`config.mk`:
```
export PLATFORM = sky130hd
export DESIGN_NAME = quadrature_position_drive_top
export DESIGN_NICKNAME = d
export VERILOG_FILES = /design/src/rtl/core/qpd_pkg.sv /design/src/rtl/core/quadrature_position_drive_top.sv /design/src/rtl/core/qpd_front.sv /design/src/rtl/core/qpd_queue.sv /design/src/rtl/core/qpd_back.sv
export SDC_FILE = /design/constraint.sdc
export NUM_CORES = 1
export LEC_CHECK = 0
export BUFFER_PORTS_ARGS = -buffer_cell sky130_fd_sc_hd__buf_4
export CAP_MARGIN = 20
export CORE_ASPECT_RATIO = 1.25
export CORE_MARGIN = 4
export CORE_UTILIZATION = 57
export DETAILED_ROUTE_END_ITERATION = 8
export GPL_TIMING_DRIVEN = 0
export PLACE_DENSITY = 0.76
export SLEW_MARGIN = 25
export SYNTH_ARGS = -nofsm -noshare
export SYNTH_HDL_FRONTEND = slang
export SYNTH_SLANG_ARGS = --single-unit
```
`constraint.sdc`:
```
create_clock -name aclk -period 9.9 [get_ports aclk]
set_input_delay 1.98 -clock aclk [delete_from_list [all_inputs] [get_ports aclk]]
set_output_delay 1.98 -clock aclk [all_outputs]
set_load 0.03 [all_outputs]
```
`src/rtl/core/qpd_pkg.sv`:
```
package qpd_pkg;

    localparam int TARGET_W = 32;
    localparam int SPEED_W  = 16;
    localparam int DUTY_W   = 8;
    localparam int RATE_W   = 12;
    localparam int MARGIN_W = 16;
    localparam int IZ_W     = 20;
    localparam int POS_W    = 32;

    localparam int S_TDATA_W = 56;
    localparam int S_TUSER_W = 2;
    localparam int M_TDATA_W = 80;
    localparam int CFG_IDX_W = 3;
    localparam int CFG_DAT_W = 20;

    localparam int QUEUE_DEPTH = 2;
    localparam int QUEUE_PTR_W = 1;

    // input commands
    localparam logic [1:0] CMD_ENC_A = 2'd0;
    localparam logic [1:0] CMD_ENC_B = 2'd1;
    localparam logic [1:0] CMD_SET   = 2'd2;
    localparam logic [1:0] CMD_DRIVE = 2'd3;

    // queued work kinds
    localparam logic [1:0] KIND_UP    = 2'd0;
    localparam logic [1:0] KIND_DOWN  = 2'd1;
    localparam logic [1:0] KIND_SET   = 2'd2;
    localparam logic [1:0] KIND_DRIVE = 2'd3;

    // drive direction
    localparam logic [1:0] DIR_OFF = 2'd0;
    localparam logic [1:0] DIR_FWD = 2'd1;
    localparam logic [1:0] DIR_REV = 2'd2;

    // configuration register indices
    localparam logic [CFG_IDX_W-1:0] REG_MARGIN     = 3'd0;
    localparam logic [CFG_IDX_W-1:0] REG_INV_ZERO   = 3'd1;
    localparam logic [CFG_IDX_W-1:0] REG_RATE_Q8    = 3'd2;
    localparam logic [CFG_IDX_W-1:0] REG_BRAKE_DUTY = 3'd3;
    localparam logic [CFG_IDX_W-1:0] REG_BRAKE_MS   = 3'd4;

    localparam logic [MARGIN_W-1:0] MARGIN_RST     = 16'd10;
    localparam logic [IZ_W-1:0]     INV_ZERO_RST   = 20'd0;
    localparam logic [RATE_W-1:0]   RATE_RST       = 12'd256;
    localparam logic [DUTY_W-1:0]   BRAKE_DUTY_RST = 8'd50;

    typedef struct packed {
        logic [1:0]                 kind;
        logic signed [TARGET_W-1:0] target;
        logic [DUTY_W-1:0]          duty;
    } work_t;

    typedef struct packed {
        logic [MARGIN_W-1:0] margin;
        logic [IZ_W-1:0]     inv_zero;
        logic [DUTY_W-1:0]   brake_duty;
    } back_cfg_t;

    typedef struct packed {
        logic                    in_fwd;
        logic                    in_rev;
        logic [DUTY_W-1:0]       duty;
        logic                    timed_pulse;
        logic signed [POS_W-1:0] position;
        logic signed [POS_W-1:0] target_now;
        logic                    last;
    } result_t;

endpackage

```
`src/rtl/core/quadrature_position_drive_top.sv`:
```
// channel  | direction | handshake          | payload
// s_       | in        | s_tvalid/s_tready  | s_tuser command, s_tdata encoder/target/speed
// m_       | out       | m_tvalid/m_tready  | m_tdata bridge/duty/position/target, m_tlast
// cfg_     | in        | cfg_valid/cfg_ready| cfg_index, cfg_data
//
// one transaction per cycle sustained while m_tready is high; a drive update that lands
// in the dead band gives two results and holds the execute stage for the second one
// from s_ acceptance to m_tvalid an item passes the queue write and the execute register
// with m_tready low the output register and the two-entry queue take three
// transactions, then s_tready drops
// synchronous active-low reset clears count, target, direction, duty, queue; cfg to defaults
module quadrature_position_drive_top #(
    parameter int COUNT_BITS = 32
) (
    input  logic                             aclk,
    input  logic                             aresetn,
    input  logic                             s_tvalid,
    output logic                             s_tready,
    // enc_a, enc_b, target_pos, speed_req
    input  logic [qpd_pkg::S_TDATA_W-1:0]    s_tdata,
    // command
    input  logic [qpd_pkg::S_TUSER_W-1:0]    s_tuser,
    output logic                             m_tvalid,
    input  logic                             m_tready,
    // in_fwd, in_rev, duty, timed_pulse, position, target_now
    output logic [qpd_pkg::M_TDATA_W-1:0]    m_tdata,
    output logic                             m_tlast,
    input  logic                             cfg_valid,
    output logic                             cfg_ready,
    input  logic [qpd_pkg::CFG_IDX_W-1:0]    cfg_index,
    input  logic [qpd_pkg::CFG_DAT_W-1:0]    cfg_data
);

    logic [qpd_pkg::MARGIN_W-1:0] margin_reg;
    logic [qpd_pkg::IZ_W-1:0]     inv_zero_reg;
    logic [qpd_pkg::RATE_W-1:0]   rate_reg;
    logic [qpd_pkg::DUTY_W-1:0]   brake_duty_reg;

    qpd_pkg::back_cfg_t cfg;
    qpd_pkg::work_t     push_data, pop_data;
    qpd_pkg::result_t   res;
    logic               push_valid, push_ready, pop_valid, pop_ready;

    assign cfg_ready = 1'b1;

    always_ff @(posedge aclk) begin
        if (!aresetn) begin
            margin_reg     <= qpd_pkg::MARGIN_RST;
            inv_zero_reg   <= qpd_pkg::INV_ZERO_RST;
            rate_reg       <= qpd_pkg::RATE_RST;
            brake_duty_reg <= qpd_pkg::BRAKE_DUTY_RST;
        end else if (cfg_valid && cfg_ready) begin
            unique case (cfg_index)
                qpd_pkg::REG_MARGIN:     margin_reg     <= cfg_data[qpd_pkg::MARGIN_W-1:0];
                qpd_pkg::REG_INV_ZERO:   inv_zero_reg   <= cfg_data[qpd_pkg::IZ_W-1:0];
                qpd_pkg::REG_RATE_Q8:    rate_reg       <= cfg_data[qpd_pkg::RATE_W-1:0];
                qpd_pkg::REG_BRAKE_DUTY: brake_duty_reg <= cfg_data[qpd_pkg::DUTY_W-1:0];
                // pulse length is timed outside the block
                qpd_pkg::REG_BRAKE_MS:   ;
                default:                 ;
            endcase
        end
    end

    assign cfg.margin     = margin_reg;
    assign cfg.inv_zero   = inv_zero_reg;
    assign cfg.brake_duty = brake_duty_reg;

    qpd_front u_front (
        .in_valid   (s_tvalid),
        .in_ready   (s_tready),
        .command    (s_tuser[1:0]),
        .enc_a      (s_tdata[0]),
        .enc_b      (s_tdata[1]),
        .target_pos ($signed(s_tdata[33:2])),
        .speed_req  ($signed(s_tdata[49:34])),
        .rate_q8    (rate_reg),
        .push_valid (push_valid),
        .push_ready (push_ready),
        .push_data  (push_data)
    );

    qpd_queue u_queue (
        .aclk      (aclk),
        .aresetn   (aresetn),
        .in_valid  (push_valid),
        .in_ready  (push_ready),
        .in_data   (push_data),
        .out_valid (pop_valid),
        .out_ready (pop_ready),
        .out_data  (pop_data)
    );

    qpd_back #(
        .COUNT_BITS (COUNT_BITS)
    ) u_back (
        .aclk      (aclk),
        .aresetn   (aresetn),
        .cfg       (cfg),
        .in_valid  (pop_valid),
        .in_ready  (pop_ready),
        .in_data   (pop_data),
        .out_valid (m_tvalid),
        .out_ready (m_tready),
        .out_data  (res)
    );

    assign m_tdata = {5'b0, res.target_now, res.position, res.timed_pulse,
                      res.duty, res.in_rev, res.in_fwd};
    assign m_tlast = res.last;

endmodule

```
`src/rtl/core/qpd_front.sv`:
```
module qpd_front (
    input  logic                                 in_valid,
    output logic                                 in_ready,
    input  logic [1:0]                           command,
    input  logic                                 enc_a,
    input  logic                                 enc_b,
    input  logic signed [qpd_pkg::TARGET_W-1:0]  target_pos,
    input  logic signed [qpd_pkg::SPEED_W-1:0]   speed_req,
    input  logic [qpd_pkg::RATE_W-1:0]           rate_q8,
    output logic                                 push_valid,
    input  logic                                 push_ready,
    output qpd_pkg::work_t                       push_data
);

    logic [qpd_pkg::SPEED_W-1:0]                  speed_mag;
    logic [qpd_pkg::SPEED_W+qpd_pkg::RATE_W-1:0]  product;
    logic [qpd_pkg::DUTY_W-1:0]                   duty_sat;
    logic                                         count_up;

    // |speed| * rate / 256, saturated
    always_comb begin
        speed_mag = speed_req[qpd_pkg::SPEED_W-1]
                  ? qpd_pkg::SPEED_W'(-speed_req) : qpd_pkg::SPEED_W'(speed_req);
        product   = (qpd_pkg::SPEED_W+qpd_pkg::RATE_W)'(speed_mag)
                  * (qpd_pkg::SPEED_W+qpd_pkg::RATE_W)'(rate_q8);
        duty_sat  = (|product[qpd_pkg::SPEED_W+qpd_pkg::RATE_W-1:16])
                  ? {qpd_pkg::DUTY_W{1'b1}} : product[15:8];
    end

    always_comb begin
        count_up = (enc_a == enc_b);
        push_data.target = target_pos;
        push_data.duty   = duty_sat;
        unique case (command)
            qpd_pkg::CMD_ENC_A: begin
                push_data.kind = count_up ? qpd_pkg::KIND_UP : qpd_pkg::KIND_DOWN;
            end
            qpd_pkg::CMD_ENC_B: begin
                push_data.kind = count_up ? qpd_pkg::KIND_DOWN : qpd_pkg::KIND_UP;
            end
            qpd_pkg::CMD_SET: begin
                push_data.kind = qpd_pkg::KIND_SET;
            end
            default: begin
                push_data.kind = qpd_pkg::KIND_DRIVE;
            end
        endcase
    end

    assign push_valid = in_valid;
    assign in_ready   = push_ready;

endmodule

```
`src/rtl/core/qpd_queue.sv`:
```
module qpd_queue (
    input  logic           aclk,
    input  logic           aresetn,
    input  logic           in_valid,
    output logic           in_ready,
    input  qpd_pkg::work_t in_data,
    output logic           out_valid,
    input  logic           out_ready,
    output qpd_pkg::work_t out_data
);

    qpd_pkg::work_t                    mem [qpd_pkg::QUEUE_DEPTH];
    logic [qpd_pkg::QUEUE_PTR_W-1:0]   wr_ptr_reg, wr_ptr_next;
    logic [qpd_pkg::QUEUE_PTR_W-1:0]   rd_ptr_reg, rd_ptr_next;
    logic [qpd_pkg::QUEUE_PTR_W:0]     fill_reg, fill_next;
    logic                              push, pop;

    assign in_ready  = (fill_reg != (qpd_pkg::QUEUE_PTR_W+1)'(qpd_pkg::QUEUE_DEPTH));
    assign out_valid = (fill_reg != '0);
    assign out_data  = mem[rd_ptr_reg];
    assign push      = in_valid && in_ready;
    assign pop       = out_valid && out_ready;

    always_comb begin
        wr_ptr_next = push ? wr_ptr_reg + 1'b1 : wr_ptr_reg;
        rd_ptr_next = pop ? rd_ptr_reg + 1'b1 : rd_ptr_reg;
        fill_next   = fill_reg;
        if (push && !pop) begin
            fill_next = fill_reg + 1'b1;
        end else if (pop && !push) begin
            fill_next = fill_reg - 1'b1;
        end
    end

    always_ff @(posedge aclk) begin
        if (!aresetn) begin
            wr_ptr_reg <= '0;
            rd_ptr_reg <= '0;
            fill_reg   <= '0;
        end else begin
            wr_ptr_reg <= wr_ptr_next;
            rd_ptr_reg <= rd_ptr_next;
            fill_reg   <= fill_next;
        end
    end

    always_ff @(posedge aclk) begin
        if (push) begin
            mem[wr_ptr_reg] <= in_data;
        end
    end

endmodule

```
`src/rtl/core/qpd_back.sv`:
```
module qpd_back #(
    parameter int COUNT_BITS = 32
) (
    input  logic               aclk,
    input  logic               aresetn,
    input  qpd_pkg::back_cfg_t cfg,
    input  logic               in_valid,
    output logic               in_ready,
    input  qpd_pkg::work_t     in_data,
    output logic               out_valid,
    input  logic               out_ready,
    output qpd_pkg::result_t   out_data
);

    localparam int XW = (COUNT_BITS > qpd_pkg::TARGET_W) ? COUNT_BITS : qpd_pkg::TARGET_W;

    logic signed [COUNT_BITS-1:0]        count_reg, count_next;
    logic signed [qpd_pkg::TARGET_W-1:0] goal_reg, goal_next;
    logic [1:0]                          dir_reg, dir_next;
    logic [qpd_pkg::DUTY_W-1:0]          held_reg, held_next;
    logic                                pend_reg, pend_next;
    logic                                out_valid_reg, out_valid_next;
    qpd_pkg::result_t                    out_reg, out_next;

    logic                                out_free, pop;
    logic signed [XW-1:0]                cnt_x, goal_x, half_x;
    logic signed [qpd_pkg::TARGET_W-1:0] iz_goal, goal_eff;
    logic                                swap_goal, gt, eq, near, brake;
    logic [XW-1:0]                       hi, lo, diff;
    logic signed [XW-1:0]                pos_x, cur_x;
    logic [1:0]                          rev_dir;
    qpd_pkg::result_t                    first_res, second_res;

    assign out_free = !out_valid_reg || out_ready;
    assign pop      = !pend_reg && in_valid && out_free;
    assign in_ready = !pend_reg && out_free;

    // drive update decision
    always_comb begin
        iz_goal   = qpd_pkg::TARGET_W'(cfg.inv_zero);
        cnt_x     = XW'(count_reg);
        half_x    = $signed(XW'(cfg.inv_zero[qpd_pkg::IZ_W-1:1]));
        swap_goal = (cnt_x > half_x) && (goal_reg == '0);
        goal_eff  = swap_goal ? iz_goal : goal_reg;
        goal_x    = XW'(goal_eff);
        gt        = cnt_x > goal_x;
        eq        = cnt_x == goal_x;
        hi        = gt ? cnt_x : goal_x;
        lo        = gt ? goal_x : cnt_x;
        diff      = hi - lo;
        near      = diff < XW'(cfg.margin);
        brake     = (in_data.kind == qpd_pkg::KIND_DRIVE) && near;
        unique case (dir_reg)
            qpd_pkg::DIR_FWD: rev_dir = qpd_pkg::DIR_REV;
            qpd_pkg::DIR_REV: rev_dir = qpd_pkg::DIR_FWD;
            default:          rev_dir = qpd_pkg::DIR_OFF;
        endcase
    end

    always_comb begin
        count_next = count_reg;
        goal_next  = goal_reg;
        dir_next   = dir_reg;
        held_next  = held_reg;
        unique case (in_data.kind)
            qpd_pkg::KIND_UP: begin
                count_next = count_reg + COUNT_BITS'(1);
            end
            qpd_pkg::KIND_DOWN: begin
                count_next = count_reg - COUNT_BITS'(1);
            end
            qpd_pkg::KIND_SET: begin
                goal_next = in_data.target;
            end
            default: begin
                goal_next = goal_eff;
                if (near) begin
                    dir_next  = qpd_pkg::DIR_OFF;
                    held_next = '0;
                    if (goal_eff == iz_goal) begin
                        goal_next  = '0;
                        count_next = count_reg - COUNT_BITS'(cfg.inv_zero);
                    end
                end else if (!gt && !eq) begin
                    dir_next  = qpd_pkg::DIR_FWD;
                    held_next = in_data.duty;
                end else if (gt) begin
                    dir_next  = qpd_pkg::DIR_REV;
                    held_next = in_data.duty;
                end
            end
        endcase
    end

    always_comb begin
        pos_x = XW'(count_next);
        cur_x = XW'(count_reg);
        if (brake) begin
            first_res.in_fwd      = (rev_dir == qpd_pkg::DIR_FWD);
            first_res.in_rev      = (rev_dir == qpd_pkg::DIR_REV);
            first_res.duty        = cfg.brake_duty;
            first_res.timed_pulse = 1'b1;
            first_res.position    = cur_x[qpd_pkg::POS_W-1:0];
            first_res.target_now  = goal_eff;
            first_res.last        = 1'b0;
        end else begin
            first_res.in_fwd      = (dir_next == qpd_pkg::DIR_FWD);
            first_res.in_rev      = (dir_next == qpd_pkg::DIR_REV);
            first_res.duty        = held_next;
            first_res.timed_pulse = 1'b0;
            first_res.position    = pos_x[qpd_pkg::POS_W-1:0];
            first_res.target_now  = goal_next;
            first_res.last        = 1'b1;
        end
        // motor off after the brake pulse, state already settled
        second_res.in_fwd      = 1'b0;
        second_res.in_rev      = 1'b0;
        second_res.duty        = '0;
        second_res.timed_pulse = 1'b0;
        second_res.position    = cur_x[qpd_pkg::POS_W-1:0];
        second_res.target_now  = goal_reg;
        second_res.last        = 1'b1;
    end

    always_comb begin
        out_valid_next = out_valid_reg;
        out_next       = out_reg;
        pend_next      = pend_reg;
        priority if (pend_reg && out_free) begin
            out_valid_next = 1'b1;
            out_next       = second_res;
            pend_next      = 1'b0;
        end else if (pop) begin
            out_valid_next = 1'b1;
            out_next       = first_res;
            pend_next      = brake;
        end else if (out_ready) begin
            out_valid_next = 1'b0;
        end else begin
            out_valid_next = out_valid_reg;
        end
    end

    always_ff @(posedge aclk) begin
        if (!aresetn) begin
            count_reg     <= '0;
            goal_reg      <= '0;
            dir_reg       <= qpd_pkg::DIR_OFF;
            held_reg      <= '0;
            pend_reg      <= 1'b0;
            out_valid_reg <= 1'b0;
        end else begin
            if (pop) begin
                count_reg <= count_next;
                goal_reg  <= goal_next;
                dir_reg   <= dir_next;
                held_reg  <= held_next;
            end
            pend_reg      <= pend_next;
            out_valid_reg <= out_valid_next;
        end
    end

    always_ff @(posedge aclk) begin
        out_reg <= out_next;
    end

    assign out_valid = out_valid_reg;
    assign out_data  = out_reg;

endmodule

```
==> flow_metrics.env, run 1 <==
export IMPL_syn_area_per_cell_sq_um=8.58
export IMPL_final_hold_viol_count=0
export IMPL_min_path_type="flop to flop"
export IMPL_synth_flop_cell="dfxtp_1"
export IMPL_yosysUniqueCellTypes=87
export IMPL_overflow=0
export IMPL_synth_top_area_share_pct=17.7
export IMPL_synthArstFlopShare_pct=0
export IMPL_postLayoutCoreUtil_pct=73.5
export IMPL_final_cell_mix="nand2_1 (351), inv_1 (252), buf_4 (246)"
export IMPL_switching_power_mw=6.79
export IMPL_dr_max_layer_used="met5"
export IMPL_core_area_sq_mm=0.0433
export IMPL_worstMarginPinSlew_ps=1310
export IMPL_clkSinkCount=297
export IMPL_grt_antenna_before_repair=2
export IMPL_crit_path_end_kind="flop"
export IMPL_period_needed_ps=10410
export IMPL_routed_wl_met2_um=46800
export IMPL_drc=4
export IMPL_cts_buffers=28
export IMPL_place_gp_congestion=1.07
export IMPL_peakVddDrop_mv=0.426
export IMPL_rsz0062_at_grt="true"
export IMPL_dieArea_sq_mm=0.0475
export IMPL_cts_root_buf="clkbuf_16"
export IMPL_grt_pass1_vias=25057
export IMPL_cp_slowest_cell="or4_4"
export IMPL_synth_edff_count=148
export IMPL_postRouteAntennaNets=0
export IMPL_firstDrtPassIters=9
export IMPL_viasPerCell=6.63
export IMPL_yosysSeqAreaShare_pct=29.6
export IMPL_dp_cells=3656
export IMPL_p_sw_share_pct=52.3
export IMPL_cpMostUsedCell="buf_6"
export IMPL_finalNetCount=3648
export IMPL_cp_slowest_stage_delay_ps=570
export IMPL_regMostFlops="u_queue.mem"
export IMPL_clk_pin_slew_ps=70
export IMPL_htree_levels=1
export IMPL_cts_buffer_depth=3
export IMPL_synth_area_leaders="edfxtp_1 (18%), dfxtp_1 (12%), fa_1 (11%)"
export IMPL_whs_ps=466
export IMPL_layout_commonest_cell="nand2_1"
export IMPL_wl_met1_um=33500
export IMPL_die_width_um=196
export IMPL_sequentialPowerShare_pct=15.6
export IMPL_routedWlPerCell_um=26.4
export IMPL_place_ws_ps=-5110
export IMPL_drt_initial_drc_count=2844
export IMPL_synth_seq_cells=297
export IMPL_clock_fmax_mhz=96.0
export IMPL_die_y_um=243
export IMPL_ys_warn_count=0
export IMPL_drv_slew=0
export IMPL_status="finished, violations left"
export IMPL_largest_register_ffs=84
export IMPL_track_usage_pct=40.1
export IMPL_rows=85
export IMPL_cp_max_fo=10
export IMPL_finalClockSkew_ps=35.1
export IMPL_hpwl_um=75100
export IMPL_p_leak_nw=12.7
export IMPL_vias=25363
export IMPL_relSlewSlack_pct=12.8
export IMPL_final_cells=3826
export IMPL_grt_pass1_wl_um=148000
export IMPL_grt_max_degree=56
export IMPL_synth_largest_area_cell="edfxtp_1"
export IMPL_clkPwrFrac_pct=9.9
export IMPL_syn_inst=2927
export IMPL_arrival_ps=10770
export IMPL_setup_ws_ps=-514
export IMPL_cts_hold_buf=0
export IMPL_start_util_pct=58.0
export IMPL_wl_met3_um=10600
export IMPL_pwr_share_comb_pct=74.4
export IMPL_cts_tree="built"
export IMPL_start_kind="flop"
export IMPL_critical_path_class="flop to flop"
export IMPL_insertion_delay_ps=630
export IMPL_port_buffers=156
export IMPL_crit_required_ps=10250
export IMPL_io_pins=170
export IMPL_diodes=0
export IMPL_area_delta_synth_final_pct=26.7
export IMPL_violations="design-rule violations, negative setup slack"
export IMPL_cap_violations=0
export IMPL_post_route_period_util_pct=105
export IMPL_synthesis_area_sq_mm=0.0251
export IMPL_wl_um=101000
export IMPL_power_internal_mw=6.18
export IMPL_power_density_mw_per_mm2=408
export IMPL_layout_drive_gt1_share_pct=22.2
export IMPL_finalSetupViolCount=132
## final timing paths
| path | start | to | slack, ps | depth (start not counted) |
|---|---|---|---|---|
| setup / recovery | u_back.cnt_x[24] | u_back.out_data[33] | -510 | 43 |
| hold / removal | margin_reg[9] | margin_reg[9] | 470 | 2 |
| setup reg to reg | u_back.cnt_x[24] | u_back.out_data[33] | -510 | 43 |
| hold reg to reg | margin_reg[9] | margin_reg[9] | 470 | 2 |
## cell type report
cell class,instances,area (sq um)
Multi-Input combinational cell,2205,18100
Fill cell,3134,11500
Sequential cell,297,7500
Timing Repair Buffer,290,2480
Inverter,264,996
Buffer,153,886
Clock buffer,35,757
Tap cell,565,707
Clock inverter,17,324
## cells in the mapped netlist, drive strengths merged, types with 9 or more instances
cell / n
nand2: 369
inv: 263
a21oi: 223
nor2: 186
ha: 182
o21ai: 153
dfxtp: 149
edfxtp: 148
fa: 141
clkbuf: 137
and2: 105
nand3: 69
nor3: 69
xnor2: 61
mux2i: 54
a31oi: 45
nand4: 44
o22ai: 34
buf: 28
xor2: 27
or3: 26
nor2b: 25
a21o: 21
nor4: 21
o31ai: 21
a221oi: 20
o2bb2ai: 19
a22oi: 17
nand2b: 16
a211oi: 15
and3: 15
o21a: 15
o211ai: 14
a211o: 13
o21bai: 13
a2111oi: 12
a21boi: 11
o221a: 11
o221ai: 9
## power by group through the flow
stage               Clock [mW]  Sequential [mW]  Combinational (mW)
floorplan                    0             2.19                4.46
global placement             0             1.98                7.00
detailed placement           0             1.98                7.12
CTS                       1.27             1.98                8.71
global route              1.33             2.04                10.2
finish                    1.29             2.03                9.66
## critical path: cells and delay by family (launching register included)
family	cells	cell delay (ps)
compound gates	16	4260
xor+xnor	1	140
fa+ha+maj	2	490
buf+inv	9	1470
flops	1	430
mux	1	170
simple gates	14	3170
## cell families after synthesis
family	count (synthesis)	synth area share [%]
adders and majority gates	323	20.3
xor gates and xnor gates	88	3.07
and+or+nand+nor	981	18.6
buffers and inverters	429	6.59
other	2	0.0299
muxes	61	2.47
AOI/OAI and AO/OA	746	19.3
DFF	297	29.6
## routing by layer
layer	track usage [%]	up-vias
li1	-	11028
met1	45.5	12042
met2	66.7	1699
met3	8.57	588
met4	29.1	6
met5	0	-
## stage by stage
| stage | area, sq um | power, mW | setup TNS, ps |
|---|---|---|---|
| floorplan | 25100 | 6.65 | 0 |
| global placement | 27000 | 8.98 | -630150 |
| detailed placement | 27100 | 9.10 | -640730 |
| CTS | 30500 | 12.0 | -7920 |
| global route | 31800 | 13.6 | -61270 |
| finish | 31800 | 13.0 | -37900 |
## timing repair
item | 4_1_cts | 5_1_grt
pin swaps | 99 | 91
resized for setup | 406 | 224
gates cloned | 4 | 3
buffers inserted | 82 | 42
setup endpoints to repair | 150 | 150
Power figures use the tool's default switching activity.
==> run 2, diff against run 1 <==
--- a/config.mk
+++ b/config.mk
@@ -5,6 +5,7 @@
 export SDC_FILE = /design/constraint.sdc
 export NUM_CORES = 1
 export LEC_CHECK = 0
+export ABC_AREA = 1
 export BUFFER_PORTS_ARGS = -buffer_cell sky130_fd_sc_hd__buf_4
 export CAP_MARGIN = 20
 export CORE_ASPECT_RATIO = 1.25
@@ -12,7 +13,7 @@
 export CORE_UTILIZATION = 57
 export DETAILED_ROUTE_END_ITERATION = 8
 export GPL_TIMING_DRIVEN = 0
-export PLACE_DENSITY = 0.76
+export PLACE_DENSITY = 0.75
 export SLEW_MARGIN = 25
 export SYNTH_ARGS = -nofsm -noshare
 export SYNTH_HDL_FRONTEND = slang
==> flow_metrics.env, run 2 <==
export IMPL_rsz0062_at_grt="false"
export IMPL_grt_pass1_wl_um=151000
export IMPL_final_cell_mix="nand2_1 (1160), inv_1 (686), nor2_1 (388)"
export IMPL_postRouteAntennaNets=0
export IMPL_syn_area_per_cell_sq_um=6.82
export IMPL_fin_tns_setup_ps=0
export IMPL_routedWlPerCell_um=20.2
export IMPL_dp_cells=4890
export IMPL_clock_fmax_mhz=107
export IMPL_cap_violations=0
export IMPL_firstDrtPassIters=5
export IMPL_cp_slowest_stage_delay_ps=490
export IMPL_place_gp_congestion=1.05
export IMPL_viasPerCell=5.60
export IMPL_cts_tree="built"
export IMPL_cp_max_fo=10
export IMPL_drc=0
export IMPL_cts_root_buf="clkbuf_16"
export IMPL_htree_levels=1
export IMPL_finalSetupViolCount=0
export IMPL_layout_commonest_cell="nand2_1"
export IMPL_grt_max_degree=42
export IMPL_arrival_ps=9680
export IMPL_worstMarginPinSlew_ps=1160
export IMPL_synthArstFlopShare_pct=0
export IMPL_layout_drive_gt1_share_pct=7.47
export IMPL_core_area_sq_mm=0.0483
export IMPL_yosysMostFrequentCell="nand2_1"
export IMPL_clkSinkCount=297
export IMPL_diodes=0
export IMPL_io_pins=170
export IMPL_synth_seq_cells=297
export IMPL_drv_slew=0
export IMPL_min_path_type="flop to flop"
export IMPL_cts_buffers=29
export IMPL_r2r_slack_ps=520
export IMPL_post_route_period_util_pct=94.7
export IMPL_power_mw=12.2
export IMPL_largest_register_ffs=84
export IMPL_synth_edff_count=148
export IMPL_start_util_pct=57.6
export IMPL_finalNetCount=4686
export IMPL_die_y_um=255
export IMPL_synthesis_area_sq_mm=0.0278
export IMPL_period_needed_ps=9380
export IMPL_yosysSeqAreaShare_pct=26.7
export IMPL_final_cells=4943
export IMPL_post_cts_buffers=0
export IMPL_cts_hold_buf=0
export IMPL_synth_largest_area_cell="edfxtp_1"
export IMPL_cts_buffer_depth=3
export IMPL_hpwl_um=82400
export IMPL_grt_antenna_before_repair=1
export IMPL_critical_path_class="flop to flop"
export IMPL_track_usage_pct=37.7
export IMPL_grt_pass1_vias=26869
export IMPL_ys_warn_count=0
export IMPL_overflow=0
export IMPL_synth_area_leaders="edfxtp_1 (16%), nand2_1 (16%), dfxtp_1 (11%)"
export IMPL_die_width_um=206
export IMPL_insertion_delay_ps=590
export IMPL_crit_required_ps=10210
export IMPL_cpMostUsedCell="nand2_1"
export IMPL_power_density_mw_per_mm2=393
export IMPL_start_kind="flop"
export IMPL_rows=90
export IMPL_finalClockSkew_ps=24.5
export IMPL_yosysUniqueCellTypes=61
export IMPL_yosys_top_cells_count="nand2_1 (1161), inv_1 (686), nor2_1 (392)"
export IMPL_syn_inst=4081
export IMPL_regMostFlops="u_queue.mem"
export IMPL_p_leak_nw=15.4
export IMPL_vias=27660
export IMPL_synth_top_area_share_pct=16.0
export IMPL_final_hold_viol_count=0
export IMPL_peakVddDrop_mv=0.231
export IMPL_crit_path_end_kind="flop"
export IMPL_drt_initial_drc_count=2101
export IMPL_synth_flop_cell="dfxtp_1"
export IMPL_cp_slowest_cell="ha_1"
export IMPL_wl_um=100000
export IMPL_clk_pin_slew_ps=70
export IMPL_port_buffers=157
export IMPL_relSlewSlack_pct=22.9
export IMPL_dieArea_sq_mm=0.0524
export IMPL_status="complete, no violations"
export IMPL_area_delta_synth_final_pct=11.4
## run 2: stage by stage
| step | instance area [sq um] | util, % | hold WS [ps] | setup slack (ps) |
|---|---|---|---|---|
| 2_1_floorplan | 27800 | - | 426 | 1240 |
| 3_3_place_gp | 29800 | 61.7 | 431 | -610 |
| 3_5_place_dp | 30000 | 62.0 | 445 | -811 |
| 4_1_cts | 31000 | 64.2 | 451 | 393 |
| 5_1_grt | 31000 | 64.2 | 477 | 10.3 |
| 6_report | 31000 | 64.2 | 447 | 523 |
## run 2: worst paths after layout
path,depth (start not counted),startpoint,to
max,48,u_back.cnt_x[29],u_back.out_data[64]
min,1,u_queue.rd_ptr_reg,flop
max reg2reg,48,u_back.cnt_x[29],u_back.out_data[64]
min reg2reg,1,u_queue.rd_ptr_reg,flop
## run 2: report_power, final
group          switching (mW)  leakage [nW]  total, mW  internal, mW
clock network           0.510         0.513       1.20         0.691
logic                    6.17          12.3       8.92          2.75
registers               0.323          2.60       2.06          1.74
## run 2: cell type report
cell class | count | area, sq um
inverters | 709 | 2660
clock inverters | 12 | 124
multi-input cells | 2933 | 17200
clock buffers | 41 | 906
plain buffers | 146 | 646
well taps | 644 | 806
flip-flops and latches | 297 | 7430
repair buffers | 161 | 1270
fillers | 4661 | 17300
## run 2: worst max-delay path, delay by kind of cell (launching register included)
family | cells | cell delay (ps)
buf+inv | 9 | 1650
simple gates | 31 | 4880
flops | 1 | 430
xor+xnor | 1 | 250
fa+ha+maj | 3 | 940
compound gates | 4 | 890
## run 2: timing repair
| item | in CTS | in global routing |
|---|---|---|
| gates resized for setup | 2 | 3 |
| setup endpoints to repair | 12 | 21 |
| hold endpoints to repair | 0 | 0 |
## run 2: cell families (layout without fill, tap and decap cells)
family                   Yosys count  count (layout)  synth area share [%]
XOR/XNOR                          73              73                  2.30
other                              2               6                0.0270
adder cells (fa/ha/maj)          323             323                  18.3
flip-flops                       297             297                  26.7
AND/OR/NAND/NOR                 1886            1886                  27.9
AO/OA/AOI/OAI                    641             641                  12.8
buffers and inverters            855            1069                  11.9
multiplexers                       4               4                 0.148
## run 2: metal layers
layer	routed length, um	vias up	track usage (%)	share of wire [%]
li1	-	13424	-	-
met1	35300	12837	41.0	35
met2	48800	1031	66.7	49
met3	6510	366	4.94	6.5
met4	9460	2	28.6	9.5
met5	13	-	0	0.013
